--- src/design/dmx_pkg.sv ---
package dmx_pkg;

  // field widths
  localparam int unsigned ActionW  = 3;
  localparam int unsigned SlotW    = 10;
  localparam int unsigned ByteW    = 8;
  localparam int unsigned LenW     = 10;
  localparam int unsigned ModeW    = 3;
  localparam int unsigned TimActW  = 2;
  localparam int unsigned TimeW    = 20;
  localparam int unsigned CfgIdxW  = 3;
  localparam int unsigned CfgDataW = 20;

  // stream word widths
  localparam int unsigned InDataW  = 32;
  localparam int unsigned InUserW  = 4;
  localparam int unsigned OutDataW = 56;

  localparam int unsigned SlotCountDef = 512;

  // host and line actions
  localparam logic [ActionW-1:0] ActWrSlot  = 3'd0;
  localparam logic [ActionW-1:0] ActRdSlot  = 3'd1;
  localparam logic [ActionW-1:0] ActTxStart = 3'd2;
  localparam logic [ActionW-1:0] ActTxEvent = 3'd3;
  localparam logic [ActionW-1:0] ActRxStart = 3'd4;
  localparam logic [ActionW-1:0] ActRxByte  = 3'd5;
  localparam logic [ActionW-1:0] ActRxTmo   = 3'd6;
  localparam logic [ActionW-1:0] ActStop    = 3'd7;

  // link modes
  localparam logic [ModeW-1:0] ModeIdle  = 3'd0;
  localparam logic [ModeW-1:0] ModeBreak = 3'd1;
  localparam logic [ModeW-1:0] ModeMab   = 3'd2;
  localparam logic [ModeW-1:0] ModeData  = 3'd3;
  localparam logic [ModeW-1:0] ModeMbb   = 3'd4;
  localparam logic [ModeW-1:0] ModePause = 3'd5;
  localparam logic [ModeW-1:0] ModeRecv  = 3'd6;

  // timer commands
  localparam logic [TimActW-1:0] TimNone = 2'd0;
  localparam logic [TimActW-1:0] TimLoad = 2'd1;
  localparam logic [TimActW-1:0] TimStop = 2'd2;

  // configuration register indexes
  localparam logic [CfgIdxW-1:0] CfgStartCode = 3'd0;
  localparam logic [CfgIdxW-1:0] CfgMinFrame  = 3'd1;
  localparam logic [CfgIdxW-1:0] CfgBreak     = 3'd2;
  localparam logic [CfgIdxW-1:0] CfgMab       = 3'd3;
  localparam logic [CfgIdxW-1:0] CfgMbb       = 3'd4;
  localparam logic [CfgIdxW-1:0] CfgRxTmo     = 3'd5;

  // configuration reset values
  localparam logic [ByteW-1:0] StartCodeRst = 8'd0;
  localparam logic [LenW-1:0]  MinFrameRst  = 10'd25;
  localparam logic [TimeW-1:0] BreakRst     = 20'd100;
  localparam logic [TimeW-1:0] MabRst       = 20'd12;
  localparam logic [TimeW-1:0] MbbRst       = 20'd0;
  localparam logic [TimeW-1:0] RxTmoRst     = 20'd1000;

  // result before the buffer read data is merged in
  typedef struct packed {
    logic [ModeW-1:0]   mode;
    logic               tx_valid;
    logic               rd_valid;
    logic [TimActW-1:0] tim_act;
    logic [TimeW-1:0]   tim_val;
    logic               done;
    logic [LenW-1:0]    size;
  } stage_t;

endpackage

--- src/design/dmx512_frame_tx_rx_controller_top.sv ---
// An accepted word goes to m_axis via two register stages: stage 1 and the output register.
// Throughput: one word per cycle while m_axis is not stalled; the slot buffer has one write
// and one read port, and each word uses at most one of them at accept.
// Reset: link idle, pointers and lengths cleared, registers to defaults.
// The slot buffer is not cleared; its contents are undefined until written.
module dmx512_frame_tx_rx_controller_top #(
  parameter int unsigned SLOT_COUNT = dmx_pkg::SlotCountDef
) (
  input  logic                          clk_i,
  input  logic                          rst_ni,
  // configuration
  input  logic                          cfg_valid_i,
  output logic                          cfg_ready_o,
  input  logic [dmx_pkg::CfgIdxW-1:0]   cfg_index_i,
  input  logic [dmx_pkg::CfgDataW-1:0]  cfg_data_i,
  // events in
  input  logic                          s_axis_tvalid,
  output logic                          s_axis_tready,
  // slot_index[9:0], data_byte[17:10], length[27:18], set_start_code[28], zero fill
  input  logic [dmx_pkg::InDataW-1:0]   s_axis_tdata,
  // action[2:0], byte_error[3]
  input  logic [dmx_pkg::InUserW-1:0]   s_axis_tuser,
  // results out
  output logic                          m_axis_tvalid,
  input  logic                          m_axis_tready,
  // mode[2:0], drive_out[3], line_level[4], tx_valid[5], tx_data[13:6],
  // timer_action[15:14], timer_value[35:16], frame_done[36], frame_size[46:37],
  // read_data[54:47], zero fill
  output logic [dmx_pkg::OutDataW-1:0]  m_axis_tdata
);

  localparam int unsigned Depth = SLOT_COUNT + 1;
  localparam int unsigned AddrW = $clog2(Depth);
  localparam logic [dmx_pkg::SlotW-1:0] SlotMax  = dmx_pkg::SlotW'(SLOT_COUNT);
  localparam logic [dmx_pkg::LenW-1:0]  LenLimit = dmx_pkg::LenW'(SLOT_COUNT + 1);

  // unpacked input word
  logic [dmx_pkg::ActionW-1:0] action;
  logic [dmx_pkg::SlotW-1:0]   slot_index;
  logic [dmx_pkg::ByteW-1:0]   data_byte;
  logic [dmx_pkg::LenW-1:0]    length;
  logic                        set_start_code;
  logic                        byte_error;
  logic [dmx_pkg::LenW-1:0]    len_clamp;

  assign action         = s_axis_tuser[2:0];
  assign byte_error     = s_axis_tuser[3];
  assign slot_index     = s_axis_tdata[9:0];
  assign data_byte      = s_axis_tdata[17:10];
  assign length         = s_axis_tdata[27:18];
  assign set_start_code = s_axis_tdata[28];
  assign len_clamp      = (length > LenLimit) ? LenLimit : length;

  // configuration registers
  logic [dmx_pkg::ByteW-1:0] start_code_q;
  logic [dmx_pkg::LenW-1:0]  min_frame_q;
  logic [dmx_pkg::TimeW-1:0] break_time_q, mab_time_q, mbb_time_q, rx_tmo_q;

  assign cfg_ready_o = 1'b1;

  always_ff @(posedge clk_i or negedge rst_ni) begin
    if (!rst_ni) begin
      start_code_q <= dmx_pkg::StartCodeRst;
      min_frame_q  <= dmx_pkg::MinFrameRst;
      break_time_q <= dmx_pkg::BreakRst;
      mab_time_q   <= dmx_pkg::MabRst;
      mbb_time_q   <= dmx_pkg::MbbRst;
      rx_tmo_q     <= dmx_pkg::RxTmoRst;
    end else if (cfg_valid_i) begin
      unique case (cfg_index_i)
        dmx_pkg::CfgStartCode: start_code_q <= cfg_data_i[7:0];
        dmx_pkg::CfgMinFrame:  min_frame_q  <= cfg_data_i[9:0];
        dmx_pkg::CfgBreak:     break_time_q <= cfg_data_i;
        dmx_pkg::CfgMab:       mab_time_q   <= cfg_data_i;
        dmx_pkg::CfgMbb:       mbb_time_q   <= cfg_data_i;
        dmx_pkg::CfgRxTmo:     rx_tmo_q     <= cfg_data_i;
        default: ;
      endcase
    end
  end

  // pipeline handshake
  logic s1_valid_q, out_valid_q;
  logic s1_move, accept;

  assign s1_move       = s1_valid_q && (!out_valid_q || m_axis_tready);
  assign s_axis_tready = !s1_valid_q || s1_move;
  assign accept        = s_axis_tvalid && s_axis_tready;

  // link state
  logic [dmx_pkg::ModeW-1:0] mode_q, mode_d;
  logic [dmx_pkg::SlotW-1:0] ptr_q, ptr_d;
  logic [dmx_pkg::LenW-1:0]  tx_len_q, tx_len_d, rx_lim_q, rx_lim_d;

  // buffer port requests
  logic                      mem_we, mem_re;
  logic [dmx_pkg::SlotW-1:0] mem_waddr, mem_raddr;
  logic [dmx_pkg::ByteW-1:0] mem_wdata;

  dmx_pkg::stage_t st_d, st_q;

  logic [dmx_pkg::SlotW-1:0] tx_ptr, tx_ptr_inc, ptr_inc;
  logic                      rx_active, rx_end, rx_full;

  assign ptr_inc    = ptr_q + 10'd1;
  assign tx_ptr     = (mode_q == dmx_pkg::ModeMab) ? '0 : ptr_q;
  assign tx_ptr_inc = tx_ptr + 10'd1;
  assign rx_active  = (mode_q == dmx_pkg::ModePause) || (mode_q == dmx_pkg::ModeRecv);
  assign rx_end     = ((action == dmx_pkg::ActRxByte) && byte_error) ||
                      (action == dmx_pkg::ActRxTmo) || (ptr_q >= rx_lim_q);
  assign rx_full    = ptr_inc >= min_frame_q;

  always_comb begin
    mode_d    = mode_q;
    ptr_d     = ptr_q;
    tx_len_d  = tx_len_q;
    rx_lim_d  = rx_lim_q;
    mem_we    = 1'b0;
    mem_re    = 1'b0;
    mem_waddr = slot_index;
    mem_raddr = slot_index;
    mem_wdata = data_byte;
    st_d      = '0;

    unique case (action)
      dmx_pkg::ActWrSlot: begin
        mem_we = slot_index <= SlotMax;
      end
      dmx_pkg::ActRdSlot: begin
        mem_re        = slot_index <= SlotMax;
        st_d.rd_valid = mem_re;
      end
      dmx_pkg::ActTxStart: begin
        mem_we       = set_start_code;
        mem_waddr    = '0;
        mem_wdata    = start_code_q;
        tx_len_d     = len_clamp;
        mode_d       = dmx_pkg::ModeBreak;
        st_d.tim_act = dmx_pkg::TimLoad;
        st_d.tim_val = break_time_q;
      end
      dmx_pkg::ActTxEvent: begin
        unique case (mode_q)
          dmx_pkg::ModeBreak: begin
            mode_d       = dmx_pkg::ModeMab;
            st_d.tim_act = dmx_pkg::TimLoad;
            st_d.tim_val = mab_time_q;
          end
          dmx_pkg::ModeMab, dmx_pkg::ModeData: begin
            if (mode_q == dmx_pkg::ModeMab) begin
              st_d.tim_act = dmx_pkg::TimStop;
            end
            mode_d = dmx_pkg::ModeData;
            ptr_d  = tx_ptr;
            if (tx_ptr <= SlotMax) begin
              mem_re        = 1'b1;
              mem_raddr     = tx_ptr;
              st_d.tx_valid = 1'b1;
              ptr_d         = tx_ptr_inc;
            end
            if (ptr_d >= tx_len_q || ptr_d > SlotMax) begin
              mode_d = dmx_pkg::ModeMbb;
            end
          end
          dmx_pkg::ModeMbb: begin
            mode_d       = dmx_pkg::ModePause;
            st_d.tim_act = dmx_pkg::TimLoad;
            st_d.tim_val = mbb_time_q;
          end
          dmx_pkg::ModePause: begin
            st_d.tim_act = dmx_pkg::TimStop;
          end
          default: ;
        endcase
      end
      dmx_pkg::ActRxStart: begin
        rx_lim_d     = len_clamp;
        ptr_d        = '0;
        mode_d       = dmx_pkg::ModePause;
        st_d.tim_act = dmx_pkg::TimLoad;
        st_d.tim_val = rx_tmo_q;
      end
      dmx_pkg::ActRxByte, dmx_pkg::ActRxTmo: begin
        if (rx_active) begin
          if (rx_end) begin
            mode_d = dmx_pkg::ModePause;
          end else if (mode_q == dmx_pkg::ModePause) begin
            mode_d = dmx_pkg::ModeRecv;
            ptr_d  = '0;
          end else begin
            ptr_d = ptr_inc;
          end
          if (rx_end && rx_full) begin
            // complete frame: report it and drop the byte
            st_d.done = 1'b1;
            st_d.size = ptr_inc;
            ptr_d     = '0;
          end else if (!(rx_end && (action == dmx_pkg::ActRxTmo))) begin
            mem_we       = ptr_d <= SlotMax;
            mem_waddr    = ptr_d;
            st_d.tim_act = dmx_pkg::TimLoad;
            st_d.tim_val = rx_tmo_q;
          end
        end
      end
      dmx_pkg::ActStop: begin
        mode_d       = dmx_pkg::ModePause;
        st_d.tim_act = dmx_pkg::TimStop;
      end
      default: ;
    endcase
    st_d.mode = mode_d;
  end

  always_ff @(posedge clk_i or negedge rst_ni) begin
    if (!rst_ni) begin
      mode_q   <= dmx_pkg::ModeIdle;
      ptr_q    <= '0;
      tx_len_q <= '0;
      rx_lim_q <= '0;
    end else if (accept) begin
      mode_q   <= mode_d;
      ptr_q    <= ptr_d;
      tx_len_q <= tx_len_d;
      rx_lim_q <= rx_lim_d;
    end
  end

  // slot buffer
  logic [dmx_pkg::ByteW-1:0] slot_mem [Depth];
  logic [dmx_pkg::ByteW-1:0] mem_rd_q;

  always_ff @(posedge clk_i) begin
    if (accept && mem_we) begin
      slot_mem[mem_waddr[AddrW-1:0]] <= mem_wdata;
    end
    if (accept && mem_re) begin
      mem_rd_q <= slot_mem[mem_raddr[AddrW-1:0]];
    end
  end

  // stage 1: waits for buffer read data
  always_ff @(posedge clk_i or negedge rst_ni) begin
    if (!rst_ni) begin
      s1_valid_q <= 1'b0;
    end else if (accept) begin
      s1_valid_q <= 1'b1;
    end else if (s1_move) begin
      s1_valid_q <= 1'b0;
    end
  end

  always_ff @(posedge clk_i) begin
    if (accept) begin
      st_q <= st_d;
    end
  end

  // output register
  logic [dmx_pkg::OutDataW-1:0] out_d, out_q;
  logic                         drive, level;
  logic [dmx_pkg::ByteW-1:0]    tx_byte, rd_byte;

  assign drive   = (st_q.mode == dmx_pkg::ModeBreak) || (st_q.mode == dmx_pkg::ModeMab) ||
                   (st_q.mode == dmx_pkg::ModeData) || (st_q.mode == dmx_pkg::ModeMbb);
  assign level   = st_q.mode != dmx_pkg::ModeBreak;
  assign tx_byte = st_q.tx_valid ? mem_rd_q : '0;
  assign rd_byte = st_q.rd_valid ? mem_rd_q : '0;
  assign out_d   = {1'b0, rd_byte, st_q.size, st_q.done, st_q.tim_val, st_q.tim_act,
                    tx_byte, st_q.tx_valid, level, drive, st_q.mode};

  always_ff @(posedge clk_i or negedge rst_ni) begin
    if (!rst_ni) begin
      out_valid_q <= 1'b0;
    end else if (s1_move) begin
      out_valid_q <= 1'b1;
    end else if (m_axis_tready) begin
      out_valid_q <= 1'b0;
    end
  end

  always_ff @(posedge clk_i) begin
    if (s1_move) begin
      out_q <= out_d;
    end
  end

  assign m_axis_tvalid = out_valid_q;
  assign m_axis_tdata  = out_q;

`ifndef SYNTHESIS
  a_ptr_range: assert property (@(posedge clk_i) disable iff (!rst_ni)
    ptr_q <= LenLimit)
    else $error("slot pointer beyond buffer end");

  a_one_port: assert property (@(posedge clk_i) disable iff (!rst_ni)
    accept |-> !(mem_we && mem_re))
    else $error("buffer read and write in one word");

  a_tx_mode: assert property (@(posedge clk_i) disable iff (!rst_ni)
    (s1_valid_q && st_q.tx_valid) |->
      (st_q.mode == dmx_pkg::ModeData || st_q.mode == dmx_pkg::ModeMbb))
    else $error("byte sent outside data phase");

  a_done_pause: assert property (@(posedge clk_i) disable iff (!rst_ni)
    (s1_valid_q && st_q.done) |->
      (st_q.mode == dmx_pkg::ModePause && st_q.size != '0 &&
       st_q.tim_act == dmx_pkg::TimNone))
    else $error("frame report inconsistent");

  a_full_stall: assert property (@(posedge clk_i) disable iff (!rst_ni)
    (s1_valid_q && out_valid_q && !m_axis_tready) |=> s1_valid_q && out_valid_q)
    else $error("result lost while stalled");
`endif

endmodule

--- config.mk ---
export PLATFORM = sky130hd
export DESIGN_NAME = dmx512_frame_tx_rx_controller_top
export DESIGN_NICKNAME = d
export VERILOG_FILES = /design/src/design/dmx_pkg.sv /design/src/design/dmx512_frame_tx_rx_controller_top.sv
export SDC_FILE = /design/constraint.sdc
export NUM_CORES = 2
export LEC_CHECK = 0
export BUFFER_PORTS_ARGS = -buffer_cell sky130_fd_sc_hd__buf_2
export CAP_MARGIN = 30
export CORE_ASPECT_RATIO = 0.8
export CORE_UTILIZATION = 25
export DETAILED_ROUTE_END_ITERATION = 8
export GPL_ROUTABILITY_DRIVEN = 0
export PLACE_DENSITY = 0.45
export SYNTH_ARGS = -nofsm -noshare
export SYNTH_HDL_FRONTEND = slang
export SYNTH_MEMORY_MAX_BITS = 65536
export SYNTH_SLANG_ARGS = --single-unit
--- constraint.sdc ---
create_clock -name clk_i -period 8.3 [get_ports clk_i]
set_input_delay 0.415 -clock clk_i [delete_from_list [all_inputs] [get_ports clk_i]]
set_output_delay 0.415 -clock clk_i [all_outputs]
set_load 0.01 [all_outputs]
==> metrics.md <==
| Metric | Value |
|---|---|
| Result of the run | finished with violations |
| Violated checks | DRC |
| EDFF count, synth | approximately 4.2k |
| TritonRoute pass-1 iters | 8 |
| Clock latency on the worst-skew pair | around 1100 ps |
| Met1 Routed Length | between 200,000 and 300,000 um |
| Path type of the worst setup path | reg2reg |
| Initial core utilization | 0.252 |
| Number of placed cells counting well taps | ~22k |
| Post-route DRC | 6 |
| DIE AREA | between 0.7 and 0.8 mm2 |
| Proportion of layout cells with a drive suffix above 1 | 0.121 |
| Max rail drop VDD | roughly 0.20 mV |
| Critical Path Source Type | register |
| Mapped Avg Cell Area | 14.0 um2 |
| Fmax achieved | 134 MHz |
| Detail-routed via count per cell | ~5 |
| CTS Buf Count | roughly 430 |
| Fin Hold WS | around 69 ps |
| Core area | approximately 0.7 mm2 |
| Amount of wire on met3 after detailed routing | roughly 54,000 um |
| Max cap viols | 0 |
| Die Height | approximately 750 um |
| Number of violations reported at the end of detailed-routing iteration 0 | around 14k |
| Clock tree root driver cell | clkbuf_16 |
| Setup_tns | 0 ps |
| Top FF cell, synth | edfxtp_1 |
| Most common library cell in the layout ignoring fill and taps | edfxtp_1 |
| Top routing layer in use | met5 |
| Count of port buffers added during placement | around 120 |
| First-pass GRT wire length | 876,000 um |
| Worst min-delay path class | in2reg |
| RSZ-0062 raised after global routing | no |
| HPWL reported at the end of detailed placement | about 400,000 um |
| Io pins | 123 |
| Critical Path Sink Type | register |
| Standard-cell rows | 274 |
| Warnings, synthesis | 0 |
| FF+latch count, synth | approximately 4.3k |
| Post-synthesis instance area | roughly 0.18 mm2 |
| Layout area overhead | 16.8% |
| Cell type with the largest total area after synthesis | edfxtp_1 |
| Total clock sinks | about 4.3k |
| Synthesized instance count | between 10k and 15k |
| Power per cell area | approximately 260 mW/mm2 |
| Source of the worst hold timing path | s_axis_tdata[13] |
| CP Launch Point | ptr_q[1] |
| CTS H-Tree Depth | 5 |
| Gr ovfl total | 0 |
| Post-CTS sizing | 0 |
| Final Hold Fails | 0 |
| Post-synthesis async set-or-reset flop share | 0.0307 |
| Total via count in the routed design | around 110k |
| Die width | around 940 um |
| Nets@finish | around 13k |
| Shortest period the worst path allows | about 7400 ps |
| Worst endpoint data arrival time | between 8000 and 9000 ps |
| Worst-path clk slew | 70 ps |
| TritonCTS clock tree | done |
| Number of antenna violations at the first check in global routing | 76 |
| Count of pins over their slew limit | 0 |
| Commonest non-fill, non-tap cells in the layout | edfxtp_1, nand2_1, mux2i_1, nand3_1, buf_4 |
| Amount of wire on met2 after detailed routing | roughly 270,000 um |
| Most area-consuming cells after synthesis | edfxtp_1, nand2_1, mux2i_1 |
| Distinct cell type count after synthesis | 88 |
| Buffer levels on the longest clock path | 4 |
| Post-route clock period utilization | 0.897 |
| Vias in the first global route | between 100k and 150k |
| Worst setup skew after layout | just under 90 ps |
| Leakage power total | approximately 68 nW |
| Top cell type's share of synthesized area | 0.719 |
| Count of final setup violators | 0 |
| Post-route antenna net violation count | 0 |
| Reg-to-reg critical path startpoint | ptr_q[1] |
| Cell Count, Final, Fillers Out | ~23k |
| Wire length per cell | roughly 28 um |
| Maximum number of pins on one net before global-route repair | approximately 170 |
| Transition time at the pin with the least slew margin | roughly 1300 ps |
| Total wirelength of the detailed-routed design | around 640,000 um |
| GRT Resource Usage Total | 0.173 |
| Worst path required time | about 8900 ps |
| Share of the yosys chip area belonging to registers | 0.738 |
| Worst rel slew slack | 0.157 |
| Number of nets produced by synthesis | approximately 13k |
| Largest fanout on the critical path | 17 |
==> metal layers <==
metal	vias to the layer above	GRT usage
met2	4697	0.251
met4	18	0.0402
met5	-	0
met1	58700	0.264
li1	48500	-
met3	725	0.0331
==> kinds of logic (layout without fill, tap and decap cells) <==
logic type                 count (synthesis)  count (layout)  synth area share
AOI/OAI and AO/OA                       1667            1667            0.0640
other                                      2              38         0.0000428
xor gates and xnor gates                  17              17          0.000848
DFF                                     4338            4338             0.738
adders and majority gates                 33              33           0.00235
and+or+nand+nor                         4619            4619             0.113
muxes                                    981             981            0.0566
buffers and inverters                    903            1649            0.0253
==> path summary, 6_finish.rpt <==
kind	end	slack (ps)	cells after the start
worst min register to register	m_axis_tdata[33]	400	0
worst max register to register	slot_mem[421][3]	860	17
min in group asynchronous	mab_time_q[2]	560	3
worst max-delay path	slot_mem[421][3]	860	17
worst min-delay path	slot_mem[396][3]	70	3
max in group asynchronous	mode_q[2]	7070	5
==> registers in the layout (all words and copies together), names as in the netlist <==
signal,flops
break_time_q,20
m_axis_tdata,55
m_axis_tvalid,1
mab_time_q,20
mbb_time_q,20
mem_rd_q,8
min_frame_q,10
mode_q,3
out_d,37
ptr_q,10
rx_lim_q,10
rx_tmo_q,20
s1_valid_q,1
slot_mem,4104
st_q,1
start_code_q,8
tx_len_q,10
==> area by class of cell <==
type,count,area [um2]
fill,70400,493000
tap,9246,11600
clock buffer,523,11300
inverter,45,169
multi-input combinational,7319,42300
sequential,4338,130000
antenna,36,90.1
timing repair buffer,828,7610
clock inverter,253,2460
==> power by group <==
part | total, mW | switching, mW | leakage (nW) | internal (mW)
clock network | 19.8 | 8.82 | 6.73 | 11.0
registers | 24.5 | 0.127 | 39.6 | 24.4
logic | 9.97 | 7.04 | 21.7 | 2.92
total | 54.3 | 16.0 | 68.0 | 38.3
==> cells in the mapped netlist, drive strengths merged, types with 22 or more instances <==
| cell type | count |
|---|---|
| a21oi | 459 |
| and2 | 26 |
| mux2i | 886 |
| clkbuf | 294 |
| dfrtp | 119 |
| nand4 | 94 |
| a311oi | 77 |
| o22ai | 150 |
| a211oi | 31 |
| o221ai | 362 |
| edfxtp | 4205 |
| inv | 44 |
| a31oi | 179 |
| and3 | 118 |
| nor3 | 272 |
| buf | 564 |
| nor4 | 79 |
| a21o | 22 |
| a22oi | 29 |
| ha | 33 |
| o21ai | 205 |
| nor2 | 506 |
| nand3 | 873 |
| mux2 | 95 |
| nand2 | 2573 |
==> through the flow <==
stage                     total power [mW]  setup WS [ps]   util  area, um2
after CTS                             54.5            927  0.294     205000
after global routing                  55.9            504  0.294     205000
after global placement                34.8            726  0.272     190000
after detailed placement              34.9            998  0.273     191000
final                                 54.3            857  0.294     205000
after floorplan                       31.1           2370      -     176000
==> what timing repair did <==
| item | CTS | global route |
|---|---|---|
| endpoints found under the hold margin | 202 | 0 |
| hold buffers | 55 | 0 |
| setup buffers | 0 | 0 |
==> critical path, cell delays in order (launching register included) <==
cell      delay [ps]
dfrtp_1          790
and3_1           290
and3_1           250
nand2_1           90
nor2_1           140
nand2_1          150
xnor2_1          330
ha_1             310
nand2_1           80
a21oi_1           50
o31ai_1           70
nand2_1           80
a31oi_1          520
o31a_1           570
a221oi_1         290
a21oi_2          790
nand3_4         1060
nor2_1          1120
Note: power is estimated with default switching activity, not from simulation.
